### config.mk
export PLATFORM = sky130hd
export DESIGN_NAME = bit_range_copy_engine_core
export DESIGN_NICKNAME = d
export VERILOG_FILES = /design/src/hw/rtl/brc_pkg.sv /design/src/hw/rtl/brc_ram.sv /design/src/hw/rtl/brc_datapath.sv /design/src/hw/rtl/brc_ctrl.sv /design/src/hw/rtl/bit_range_copy_engine_core.sv
export SDC_FILE = /design/constraint.sdc
export NUM_CORES = 2
export LEC_CHECK = 0
export BUFFER_PORTS_ARGS = -buffer_cell sky130_fd_sc_hd__buf_2
export CAP_MARGIN = 20
export CORE_MARGIN = 4
export CORE_UTILIZATION = 50
export CTS_CLUSTER_SIZE = 12
export DETAILED_ROUTE_END_ITERATION = 12
export PLACE_DENSITY = 0.68
export SYNTH_ARGS = -nofsm -noshare
export SYNTH_HDL_FRONTEND = slang
export SYNTH_SLANG_ARGS = --single-unit
### constraint.sdc
create_clock -name aclk -period 68.9 [get_ports aclk]
set_input_delay 17.225 -clock aclk [delete_from_list [all_inputs] [get_ports aclk]]
set_output_delay 17.225 -clock aclk [all_outputs]
set_load 0.02 [all_outputs]
### src/hw/rtl/brc_pkg.sv
// Package for the bit range copy engine: store geometry, item structs,
// controller state and the command/status structs between control and datapath.
// No dependencies.
package brc_pkg;

    // Store geometry
    localparam int STORE_BYTES   = 256;
    localparam int BITS_PER_BYTE = 8;
    localparam int STORE_BITS    = STORE_BYTES * BITS_PER_BYTE;
    localparam int ADDR_W        = (STORE_BYTES > 1) ? $clog2(STORE_BYTES) : 1;
    // Wide enough for start bit + bit count and for STORE_BITS itself
    localparam int SUM_W         = 17;

    // Operation codes
    typedef enum logic [1:0] {
        FUNC_WR_SRC = 2'd0,
        FUNC_WR_DST = 2'd1,
        FUNC_COPY   = 2'd2,
        FUNC_RD_DST = 2'd3
    } brc_func_t;

    // Input transaction
    typedef struct packed {
        brc_func_t   func;
        logic [7:0]  byte_addr;
        logic [7:0]  byte_data;
        logic [10:0] src_start_bit;
        logic [10:0] dst_start_bit;
        logic [11:0] bit_count;
    } brc_in_t;

    // Result transaction
    typedef struct packed {
        logic [7:0] read_data;
        logic       status;
    } brc_out_t;

    // Controller states
    typedef enum logic [2:0] {
        ST_IDLE,
        ST_READ,
        ST_CHECK,
        ST_CP_RD,
        ST_CP_WR,
        ST_FINISH
    } brc_state_t;

    // Controller to datapath
    typedef struct packed {
        logic load;      // latch accepted item, clear result
        logic wr_src;    // direct source byte write
        logic wr_dst;    // direct destination byte write
        logic rd_dst;    // issue destination byte read
        logic cap_rd;    // capture destination read data
        logic set_err;   // flag refused copy
        logic chunk_rd;  // read both stores for the current chunk
        logic chunk_wr;  // write merged chunk, advance pointers
        logic out_load;  // move result to output register
    } brc_cmd_t;

    // Datapath to controller
    typedef struct packed {
        logic zero_cnt;
        logic range_err;
        logic last_chunk;
    } brc_sts_t;

endpackage

### src/hw/rtl/brc_ram.sv
// Generic single-port-write, single-port-read RAM with registered read data.
// No dependencies.
module brc_ram #(
    parameter int WIDTH = 8,
    parameter int DEPTH = 256
) (
    input  logic                                         aclk,
    input  logic                                         we,
    input  logic [((DEPTH > 1) ? $clog2(DEPTH) : 1)-1:0] wr_addr,
    input  logic [WIDTH-1:0]                             wr_data,
    input  logic                                         re,
    input  logic [((DEPTH > 1) ? $clog2(DEPTH) : 1)-1:0] rd_addr,
    output logic [WIDTH-1:0]                             rd_data
);

    logic [WIDTH-1:0] mem [DEPTH];
    logic [WIDTH-1:0] rd_data_reg;

    // Write port
    always_ff @(posedge aclk) begin
        if (we) begin
            mem[wr_addr] <= wr_data;
        end
    end

    // Registered read, held while re is low
    always_ff @(posedge aclk) begin
        if (re) begin
            rd_data_reg <= mem[rd_addr];
        end
    end

    assign rd_data = rd_data_reg;

endmodule

### src/hw/rtl/brc_datapath.sv
// Datapath: source and destination stores, copy pointers, chunk merge logic,
// result and output registers. Depends on brc_pkg and brc_ram.
module brc_datapath (
    input  logic              aclk,
    input  brc_pkg::brc_in_t  s_data,
    input  brc_pkg::brc_cmd_t cmd,
    output brc_pkg::brc_sts_t sts,
    output brc_pkg::brc_out_t m_data
);

    brc_pkg::brc_in_t  item_reg;
    logic [10:0]       src_ptr_reg, src_ptr_next;
    logic [10:0]       dst_ptr_reg, dst_ptr_next;
    logic [11:0]       remain_reg, remain_next;
    brc_pkg::brc_out_t res_reg, res_next;
    brc_pkg::brc_out_t out_reg;

    logic [2:0] soff, doff;
    logic [3:0] room_src, room_dst, room, n;
    logic [7:0] mask, bits, merged;
    logic [7:0] src_dout, dst_dout;
    logic       in_inside, item_inside;

    logic                      src_we, dst_we, dst_re;
    logic [brc_pkg::ADDR_W-1:0] dst_wr_addr, dst_rd_addr;
    logic [7:0]                dst_wr_data;

    assign in_inside   = {1'b0, s_data.byte_addr} < 9'(brc_pkg::STORE_BYTES);
    assign item_inside = {1'b0, item_reg.byte_addr} < 9'(brc_pkg::STORE_BYTES);

    // Chunk size: bounded by both alignments and the bits left
    assign soff     = src_ptr_reg[2:0];
    assign doff     = dst_ptr_reg[2:0];
    assign room_src = 4'd8 - {1'b0, soff};
    assign room_dst = 4'd8 - {1'b0, doff};
    assign room     = (room_src < room_dst) ? room_src : room_dst;
    assign n        = (remain_reg < {8'd0, room}) ? remain_reg[3:0] : room;

    // Merge chunk bits into the destination byte
    assign mask   = 8'hFF >> (4'd8 - n);
    assign bits   = (src_dout >> soff) & mask;
    assign merged = (dst_dout & ~(mask << doff)) | (bits << doff);

    // Status to controller
    assign sts.zero_cnt   = (item_reg.bit_count == 12'd0);
    assign sts.range_err  =
        ((brc_pkg::SUM_W'(item_reg.src_start_bit) + brc_pkg::SUM_W'(item_reg.bit_count))
            > brc_pkg::SUM_W'(brc_pkg::STORE_BITS)) ||
        ((brc_pkg::SUM_W'(item_reg.dst_start_bit) + brc_pkg::SUM_W'(item_reg.bit_count))
            > brc_pkg::SUM_W'(brc_pkg::STORE_BITS));
    assign sts.last_chunk = (remain_reg == {8'd0, n});

    // Store port steering
    assign src_we      = cmd.wr_src && in_inside;
    assign dst_we      = (cmd.wr_dst && in_inside) || cmd.chunk_wr;
    assign dst_wr_addr = cmd.chunk_wr ? brc_pkg::ADDR_W'(dst_ptr_reg >> 3)
                                      : brc_pkg::ADDR_W'(s_data.byte_addr);
    assign dst_wr_data = cmd.chunk_wr ? merged : s_data.byte_data;
    assign dst_re      = cmd.rd_dst || cmd.chunk_rd;
    assign dst_rd_addr = cmd.chunk_rd ? brc_pkg::ADDR_W'(dst_ptr_reg >> 3)
                                      : brc_pkg::ADDR_W'(s_data.byte_addr);

    brc_ram #(.WIDTH(8), .DEPTH(brc_pkg::STORE_BYTES)) u_src_ram (
        .aclk    (aclk),
        .we      (src_we),
        .wr_addr (brc_pkg::ADDR_W'(s_data.byte_addr)),
        .wr_data (s_data.byte_data),
        .re      (cmd.chunk_rd),
        .rd_addr (brc_pkg::ADDR_W'(src_ptr_reg >> 3)),
        .rd_data (src_dout)
    );

    brc_ram #(.WIDTH(8), .DEPTH(brc_pkg::STORE_BYTES)) u_dst_ram (
        .aclk    (aclk),
        .we      (dst_we),
        .wr_addr (dst_wr_addr),
        .wr_data (dst_wr_data),
        .re      (dst_re),
        .rd_addr (dst_rd_addr),
        .rd_data (dst_dout)
    );

    // Pointer and result next values
    always_comb begin
        src_ptr_next = src_ptr_reg;
        dst_ptr_next = dst_ptr_reg;
        remain_next  = remain_reg;
        res_next     = res_reg;
        if (cmd.load) begin
            src_ptr_next = s_data.src_start_bit;
            dst_ptr_next = s_data.dst_start_bit;
            remain_next  = s_data.bit_count;
            res_next     = '0;
        end else if (cmd.chunk_wr) begin
            src_ptr_next = src_ptr_reg + 11'(n);
            dst_ptr_next = dst_ptr_reg + 11'(n);
            remain_next  = remain_reg - 12'(n);
        end
        if (cmd.cap_rd) begin
            res_next.read_data = item_inside ? dst_dout : 8'd0;
        end
        if (cmd.set_err) begin
            res_next.status = 1'b1;
        end
    end

    // Payload registers, no reset needed
    always_ff @(posedge aclk) begin
        if (cmd.load) begin
            item_reg <= s_data;
        end
        src_ptr_reg <= src_ptr_next;
        dst_ptr_reg <= dst_ptr_next;
        remain_reg  <= remain_next;
        res_reg     <= res_next;
        if (cmd.out_load) begin
            out_reg <= res_reg;
        end
    end

    assign m_data = out_reg;

endmodule

### src/hw/rtl/brc_ctrl.sv
// Controller: sequences write, read and chunked copy operations and owns the
// input ready and output valid. Depends on brc_pkg.
module brc_ctrl (
    input  logic               aclk,
    input  logic               aresetn,
    input  logic               s_valid,
    output logic               s_ready,
    input  brc_pkg::brc_func_t func,
    output logic               m_valid,
    input  logic               m_ready,
    input  brc_pkg::brc_sts_t  sts,
    output brc_pkg::brc_cmd_t  cmd
);

    brc_pkg::brc_state_t state_reg, state_next;
    logic                m_valid_reg, m_valid_next;

    // State and output valid registers
    always_ff @(posedge aclk) begin
        if (!aresetn) begin
            state_reg   <= brc_pkg::ST_IDLE;
            m_valid_reg <= 1'b0;
        end else begin
            state_reg   <= state_next;
            m_valid_reg <= m_valid_next;
        end
    end

    // Next state and commands
    always_comb begin
        state_next = state_reg;
        cmd        = '0;
        s_ready    = 1'b0;
        m_valid_next = (m_valid_reg && m_ready) ? 1'b0 : m_valid_reg;
        case (state_reg)
            brc_pkg::ST_IDLE: begin
                s_ready = 1'b1;
                if (s_valid) begin
                    cmd.load = 1'b1;
                    case (func)
                        brc_pkg::FUNC_WR_SRC: begin
                            cmd.wr_src = 1'b1;
                            state_next = brc_pkg::ST_FINISH;
                        end
                        brc_pkg::FUNC_WR_DST: begin
                            cmd.wr_dst = 1'b1;
                            state_next = brc_pkg::ST_FINISH;
                        end
                        brc_pkg::FUNC_COPY: begin
                            state_next = brc_pkg::ST_CHECK;
                        end
                        default: begin
                            cmd.rd_dst = 1'b1;
                            state_next = brc_pkg::ST_READ;
                        end
                    endcase
                end
            end
            brc_pkg::ST_READ: begin
                cmd.cap_rd = 1'b1;
                state_next = brc_pkg::ST_FINISH;
            end
            brc_pkg::ST_CHECK: begin
                if (sts.zero_cnt) begin
                    state_next = brc_pkg::ST_FINISH;
                end else if (sts.range_err) begin
                    cmd.set_err = 1'b1;
                    state_next  = brc_pkg::ST_FINISH;
                end else begin
                    state_next = brc_pkg::ST_CP_RD;
                end
            end
            brc_pkg::ST_CP_RD: begin
                cmd.chunk_rd = 1'b1;
                state_next   = brc_pkg::ST_CP_WR;
            end
            brc_pkg::ST_CP_WR: begin
                cmd.chunk_wr = 1'b1;
                state_next   = sts.last_chunk ? brc_pkg::ST_FINISH : brc_pkg::ST_CP_RD;
            end
            brc_pkg::ST_FINISH: begin
                // Hand result over once the output register is free
                if (!m_valid_reg || m_ready) begin
                    cmd.out_load = 1'b1;
                    m_valid_next = 1'b1;
                    state_next   = brc_pkg::ST_IDLE;
                end
            end
            default: begin
                state_next = brc_pkg::ST_IDLE;
            end
        endcase
    end

    assign m_valid = m_valid_reg;

endmodule

### src/hw/rtl/bit_range_copy_engine_core.sv
// Top level of the bit range copy engine: joins controller and datapath.
// Depends on brc_pkg, brc_ctrl, brc_datapath (and brc_ram through it).
//
//  channel | ports                      | payload
//  --------+----------------------------+-------------------
//  input   | s_valid, s_ready, s_data   | brc_pkg::brc_in_t
//  result  | m_valid, m_ready, m_data   | brc_pkg::brc_out_t
//
// One transaction at a time. A byte write runs IDLE then FINISH, a read IDLE,
// READ, FINISH, a copy IDLE, CHECK, CP_RD and CP_WR per chunk, then FINISH. A
// chunk is a store read then a merge and write on the destination store, one
// chunk per aligned run of up to 8 bits. An aligned copy of all 2048 bits is 256
// chunks; the longest copy, 2047 bits at unequal source and destination offsets,
// is 511 chunks. aresetn clears the controller only; store contents stay undefined
// until written. A stalled result holds in the output register while the next
// transaction is accepted and worked; a further result waits in the controller.
module bit_range_copy_engine_core (
    input  logic              aclk,
    input  logic              aresetn,
    input  logic              s_valid,
    output logic              s_ready,
    input  brc_pkg::brc_in_t  s_data,
    output logic              m_valid,
    input  logic              m_ready,
    output brc_pkg::brc_out_t m_data
);

    brc_pkg::brc_cmd_t cmd;
    brc_pkg::brc_sts_t sts;

    brc_ctrl u_ctrl (
        .aclk    (aclk),
        .aresetn (aresetn),
        .s_valid (s_valid),
        .s_ready (s_ready),
        .func    (s_data.func),
        .m_valid (m_valid),
        .m_ready (m_ready),
        .sts     (sts),
        .cmd     (cmd)
    );

    brc_datapath u_dp (
        .aclk   (aclk),
        .s_data (s_data),
        .cmd    (cmd),
        .sts    (sts),
        .m_data (m_data)
    );

endmodule

# ---- Word level (Yosys, flattened, before mapping)
# Memories as Yosys holds them, arrays and structs flattened. A register that Yosys moved wholly into a read port is not among the register bits.
# Cells that the tools add are included.
dict set report totals {
  regBits 90
  mem_bits_rw 4096
  input_bits 56
  out_inout_bits 11
  wordCells 99
  n_memories 2
}
dict set report op_classes {
  add_sub_neg 8
  magnitude_cmp 4
  eq_ne 10
  shifts 4
  mux 41
  n_bitwise 4
  reduce_logical 14
}
# memory depth width rd rd_ports_with_merged_regs write_ports line_no
set memory_table {}
lappend memory_table {u_dp.u_dst_ram.mem 256 8 1 1 1 brc_ram.sv:16} ;# logic [WIDTH-1:0] mem [DEPTH];
lappend memory_table {u_dp.u_src_ram.mem 256 8 1 1 1 brc_ram.sv:16}
# operator n
set op_table {}
lappend op_table {{two-way mux 11 bit} 4}
lappend op_table {{> comparator 17 x 12 -> 1 bit (second input constant)} 2}
lappend op_table {{two-way mux 8 bit} 4}
lappend op_table {{adder 11 x 12 -> 13 bit} 2}
lappend op_table {{two-way mux 12 bit} 2}
lappend op_table {{adder 11 x 4 -> 11 bit} 2}
lappend op_table {{two-way mux 1 bit} 19}
lappend op_table {{case mux 3 bit (6 select lines)} 1}
lappend op_table {{AND 8 bit} 2}
lappend op_table {{two-way mux 4 bit} 4}
lappend op_table {{<< shifter 8 x 3 -> 8 bit} 2}
lappend op_table {{two-way mux 3 bit} 5}
lappend op_table {{== test 12 x 4 -> 1 bit} 1}
lappend op_table {{zero test 12 bit} 1}
lappend op_table {{< comparator 12 x 4 -> 1 bit} 1}
lappend op_table {{subtractor 12 x 4 -> 12 bit} 1}
lappend op_table {{two-way mux 9 bit} 1}
lappend op_table {{NOT 8 bit} 1}
lappend op_table {{OR 8 bit} 1}
lappend op_table {{>> shifter 8 x 3 -> 8 bit} 1}
lappend op_table {{>> shifter 8 x 4 -> 8 bit (first input constant)} 1}
lappend op_table {{subtractor 4 x 3 -> 4 bit (first input constant)} 2}
lappend op_table {{== test 3 x 2 -> 1 bit (second input constant)} 2}
lappend op_table {{== test 3 bit (second input constant)} 2}
lappend op_table {{17 further kinds} 21}

# ---- Longest topological paths before layout
dict set report depth {
  depth_word 12
  depth_mapped 28
  mapped_depth_nobuf 26
}

# ---- Hierarchy
# A second synthesis with hierarchy kept.
dict set report unflattened {
  hier_cells 8174
  area_unflattened_um2 166098.1
}
# mod instances cells_per_inst area_each_um2 seq_area_each_um2
set modules_own_cells {}
lappend modules_own_cells {brc_ram 2 3733 79636.4 61739.2}
lappend modules_own_cells {brc_datapath 1 666 6488.7 2572.5}
lappend modules_own_cells {brc_ctrl 1 42 336.6 80.1}

# ---- Least setup slack after synthesis
# OpenSTA, ideal clock, no wires.
dict set report synth_path {
  path_type {input to register}
  startpoint {in s_data[40] in the netlist's numbering}
  endpoint {mem u_dp.u_dst_ram.mem[0][6] (data pin)}
  setup_time_ns 2.813
  t_arrival_ns 30.661
  t_required_ns 66.087
  setup_slack_ns 35.427
  cell_stages 2
  n_path_buf 0
  path_cell_list {o22ai_1 nor4_1}
}
dict set report synth_between {
  elab_chain_cells 1
}
# item line_no
set synth_rtl {}
lappend synth_rtl {{start: declaration} bit_range_copy_engine_core.sv:22} ;# input brc_pkg::brc_in_t s_data,
lappend synth_rtl {{two-way mux 8 bit} brc_datapath.sv:58} ;# assign dst_wr_data = cmd.chunk_wr ? merged : s_data.byte_data;
lappend synth_rtl {{via u_dp.dst_wr_data[6]} brc_datapath.sv:26} ;# logic [7:0] dst_wr_data;
lappend synth_rtl {{end: declaration} brc_ram.sv:16}
# The timed path passes the listed nets, and every way through them passes these cells.

# ---- Worst setup path after layout
dict set report layout_path {
  startpoint {in s_data[42] in the netlist's numbering}
  endpoint {reg u_dp.u_dst_ram.rd_data_reg[5] (netlist: u_dp.u_dst_ram.rd_data[5]) (read register of u_dp.u_dst_ram.mem) (data pin)}
}
dict set report layout_between {
  elab_chain_cells 1
}
# item line_no
set layout_rtl {}
lappend layout_rtl {{two-way mux 8 bit} brc_datapath.sv:60} ;# assign dst_rd_addr = cmd.chunk_rd ? brc_pkg::ADDR_W'(dst_ptr_reg >> 3)
lappend layout_rtl {{end: declaration} brc_ram.sv:17} ;# logic [WIDTH-1:0] rd_data_reg;
# No other way between the ends.
# A chain may end at the register's enable or synchronous reset.

==> key figures <==
Global routing
  • Largest net degree at the start of global routing: 225
  • GR Overflow Total: 0
  • Total Routing Usage GR: 0.235
  • Initial antenna violation count: 34
  • Vias in the first global route: 81451
  • First-pass GRT wire length: around 580 mm

Clocking
  • Worst-skew pair later-pin latency: 0.96 ns
  • Post-CTS Setup Repair Bufs: 0
  • Root cell of the clock tree: clkbuf_16
  • Post-CTS sizing: 0
  • Hold_buf cts: 0
  • Clk slew on worst S/H paths: about 0.06 ns
  • Clk sinks: around 4200
  • Clock Path Buffers: 4
  • CTS buffer count: between 400 and 500
  • CTS tree: yes
  • H-tree levels: 5

Critical path
  • Critical path's slowest cell: a211oi_1
  • Critical Path RT: 69.60 ns
  • Worst Path Arrival: 22.36 ns
  • Reg2Reg Setup Slack: about 60 ns
  • Crit path max fanout: ~100
  • Worst flop-to-flop path startpoint: u_dp.dst_ptr_reg[1]
  • Critical Path Stages: 13
  • R2R Path End: u_dp.u_dst_ram.mem[85][1]
  • Worst Setup Start Kind: primary input
  • CP Class: primary input to flop
  • Crit-path cells: buf_2, mux2i_4, buf_12, buf_4, buf_4, mux4_2, and2_1, a211oi_1, a31oi_1, a211oi_1, a21oi_1, a22oi_1, nand2_1
  • Crit path buffers/inverters: 4
  • Top delay family on crit path: buffers and inverters
  • Crit end category: flop
  • Slowest stage delay, CP: ~0.83 ns
  • Worst-case reg-to-reg path depth: 26

Place
  • DP HPWL: ~230 mm
  • Port bufs: 66
  • GP Congestion: roughly 0.85

Synthesis
  • Sequential fraction of the synthesis area: 0.761
  • Post-synth EDFFs: around 4200
  • Yosys warns: 0
  • Net Count, Synth: approximately 8000
  • Commonest cells post-synth: edfxtp_1, mux4_2, nor2_1
  • FF+latch count, synth: 4202
  • Commonest register cell after synthesis: edfxtp_1
  • Count leader, synth: edfxtp_1
  • Post-synth cell types: slightly above 80
  • Main area contributors after synthesis: edfxtp_1, mux4_2, nor2_1
  • Cells after Synth: roughly 8000
  • Synthesized area: approximately 170000 sq um
  • Post-synth ARST share: 0
  • Synth area leader: edfxtp_1
  • Synth Area per Inst: about 21 sq um
  • Synth top area share: 0.760

Outcome
  • Failing checks: max-slew violations
  • Status: complete, but fails checks

Floorplan
  • Num ports: 67
  • Die H: just under 600 um
  • Die Area: 341000 sq um
  • Row count: approximately 210
  • Starting Density: 0.502
  • Core area: 330000 sq um
  • Die Wd: 584 um

Cells and area
  • Multi-input gate area: between 30000 and 40000 sq um
  • Share of cells above drive strength 1: 0.238
  • Net count, final: 8123
  • Reg area: roughly 130000 sq um
  • Area growth, synth to finish: 10.8%
  • Finished Core Util: 0.556
  • Filler cells: about 24000

Timing
  • Clk_skew: around 0.062 ns
  • Final Hold Fails: 0
  • Final setup fails: 0
  • Worst hold margin: around 0.42 ns
  • Slew Viols, Final: 18
  • Slew HR: -0.00478
  • Fin crit period: between 20 and 25 ns
  • RSZ-0062 raised after global routing: no
  • Peak Freq: approximately 46 MHz
  • Period utilization: 0.314
  • Setup TNS Final: 0 ns
  • Slew @ Worst Pin: 1.51 ns

Power and ir drop
  • Sw frac: 0.287
  • Clock Power Share: 0.312
  • Sw power: between 1.5 and 2 mW
  • Logic pwr share: 0.243
  • Pwr Total: around 6.7 mW
  • Seq pwr share: 0.444
  • Worst VDD drop: between 0.05 and 0.06 mV
  • Pwr dens: about 37 nW/um^2
  • Leak: approximately 56 nW
  • Int Pwr: about 4.8 mW

Routing
  • Via density per instance: about 6.4
  • Final WL: 402 mm
  • DRC viols: 0
  • Routed len/inst: roughly 32 um
  • Via Count: 81455
  • Remaining antenna violation count: 0
  • Iter 0 DRT Violations: 11370
  • Drt first pass iters: 9

Hold path
  • Hold path start: u_dp.res_reg[7]
  • Hold endpoint: u_dp.m_data[7]
  • WHS Path Cells: 0
  • Hold Crit Class: flop to flop

Run
  • Max cap viols: 0
-- worst register-to-register path: stages, from the launching register on --
cell	delay, ns
edfxtp_1	0.77
clkinv_1	0.45
ha_1	0.31
xor2_1	0.18
ha_1	0.37
and3b_1	0.20
o21ai_2	0.22
nand2_1	0.16
mux2i_1	0.17
ha_1	0.22
nor2_1	0.15
nand2_1	0.07
a21oi_1	0.18
nor3_1	0.12
maj3_1	0.35
a21oi_2	0.25
nor2b_1	0.08
a21oi_1	0.57
inv_1	0.28
ha_1	0.36
xor2_1	0.86
nand2_1	0.22
nand3_1	0.17
mux2i_1	0.15
o21ai_4	0.40
buf_4	0.77
buf_4	0.77
-- metrics by stage --
stage | std cells | setup slack (ns) | cell area [sq um]
2_1_floorplan | 7854 | 35.43 | 166000
6_report | 12658 | 47.23 | 184000
4_1_cts | 12634 | 47.13 | 183000
3_3_place_gp | 11945 | 46.01 | 171000
3_5_place_dp | 11954 | 46.08 | 171000
5_1_grt | 12646 | 46.89 | 184000
-- layout make-up --
type,count,share of cell area
clock buffer,544,0.0608
multi-input combinational,3143,0.206
timing repair buffer,218,0.00976
inverter,32,0.000654
sequential,4202,0.687
tap,4366,0.0297
clock inverter,136,0.00618
antenna,17,0.000232
-- worst max path at each step --
stage | to | slack, ns | startpoint
after floorplan | u_dp.u_dst_ram.mem[0][6] | 35.43 | s_data[40]
after global placement | u_dp.u_dst_ram.rd_data[7] | 46.01 | s_data[42]
after detailed placement | u_dp.u_dst_ram.rd_data[7] | 46.08 | s_data[42]
after CTS | u_dp.u_dst_ram.rd_data[7] | 47.13 | s_data[42]
after global routing | u_dp.u_dst_ram.rd_data[5] | 46.89 | s_data[42]
final | u_dp.u_dst_ram.rd_data[5] | 47.23 | s_data[42]
-- power by group through the flow --
stage,Combinational (mW),Sequential (mW),Clock [mW]
after floorplan,1.10,3.09,0
after global placement,1.60,3.05,0
after detailed placement,1.64,3.05,0
after CTS,1.64,2.99,2.13
after global routing,1.74,3.00,2.24
final,1.64,3.00,2.10
-- layer usage --
metal  track usage  up-vias  part of all wire
met5             0        -           0.00028
met4        0.0661       16             0.028
met3        0.0505      674              0.10
met2         0.361     4505              0.48
met1         0.343    43252              0.39
li1              -    33008                 -
-- cells in the final DEF, fill, tap and decap left out, types with 9 or more instances in the layout --
cell,instances
xnor2_1,27
ha_1,43
and2_1,137
buf_12,13
clkbuf_1,115
a211oi_1,166
nor2b_1,18
a31oi_1,70
clkinv_2,25
nor3_1,22
xor2_1,20
nand2_2,22
bufinv_16,12
inv_1,29
inv_6,10
diode_2,17
nor2_1,583
buf_4,130
mux4_2,1195
o21ai_0,52
clkbuf_16,429
o31ai_1,10
buf_2,60
a311oi_1,68
nand2_1,389
a22oi_1,18
or3_1,9
edfxtp_1,4197
nand3_1,26
clkinv_1,75
a21oi_1,110
-- kinds of logic after synthesis --
kind of cell | count (synthesis) | synth area share
flip-flops | 4202 | 0.761
buffers and inverters | 509 | 0.0132
AO/OA/AOI/OAI | 569 | 0.0238
adder cells (fa/ha/maj) | 49 | 0.00391
AND/OR/NAND/NOR | 1267 | 0.0326
multiplexers | 1211 | 0.163
XOR/XNOR | 47 | 0.00248
No activity file was read; power rests on OpenSTA's default activity.
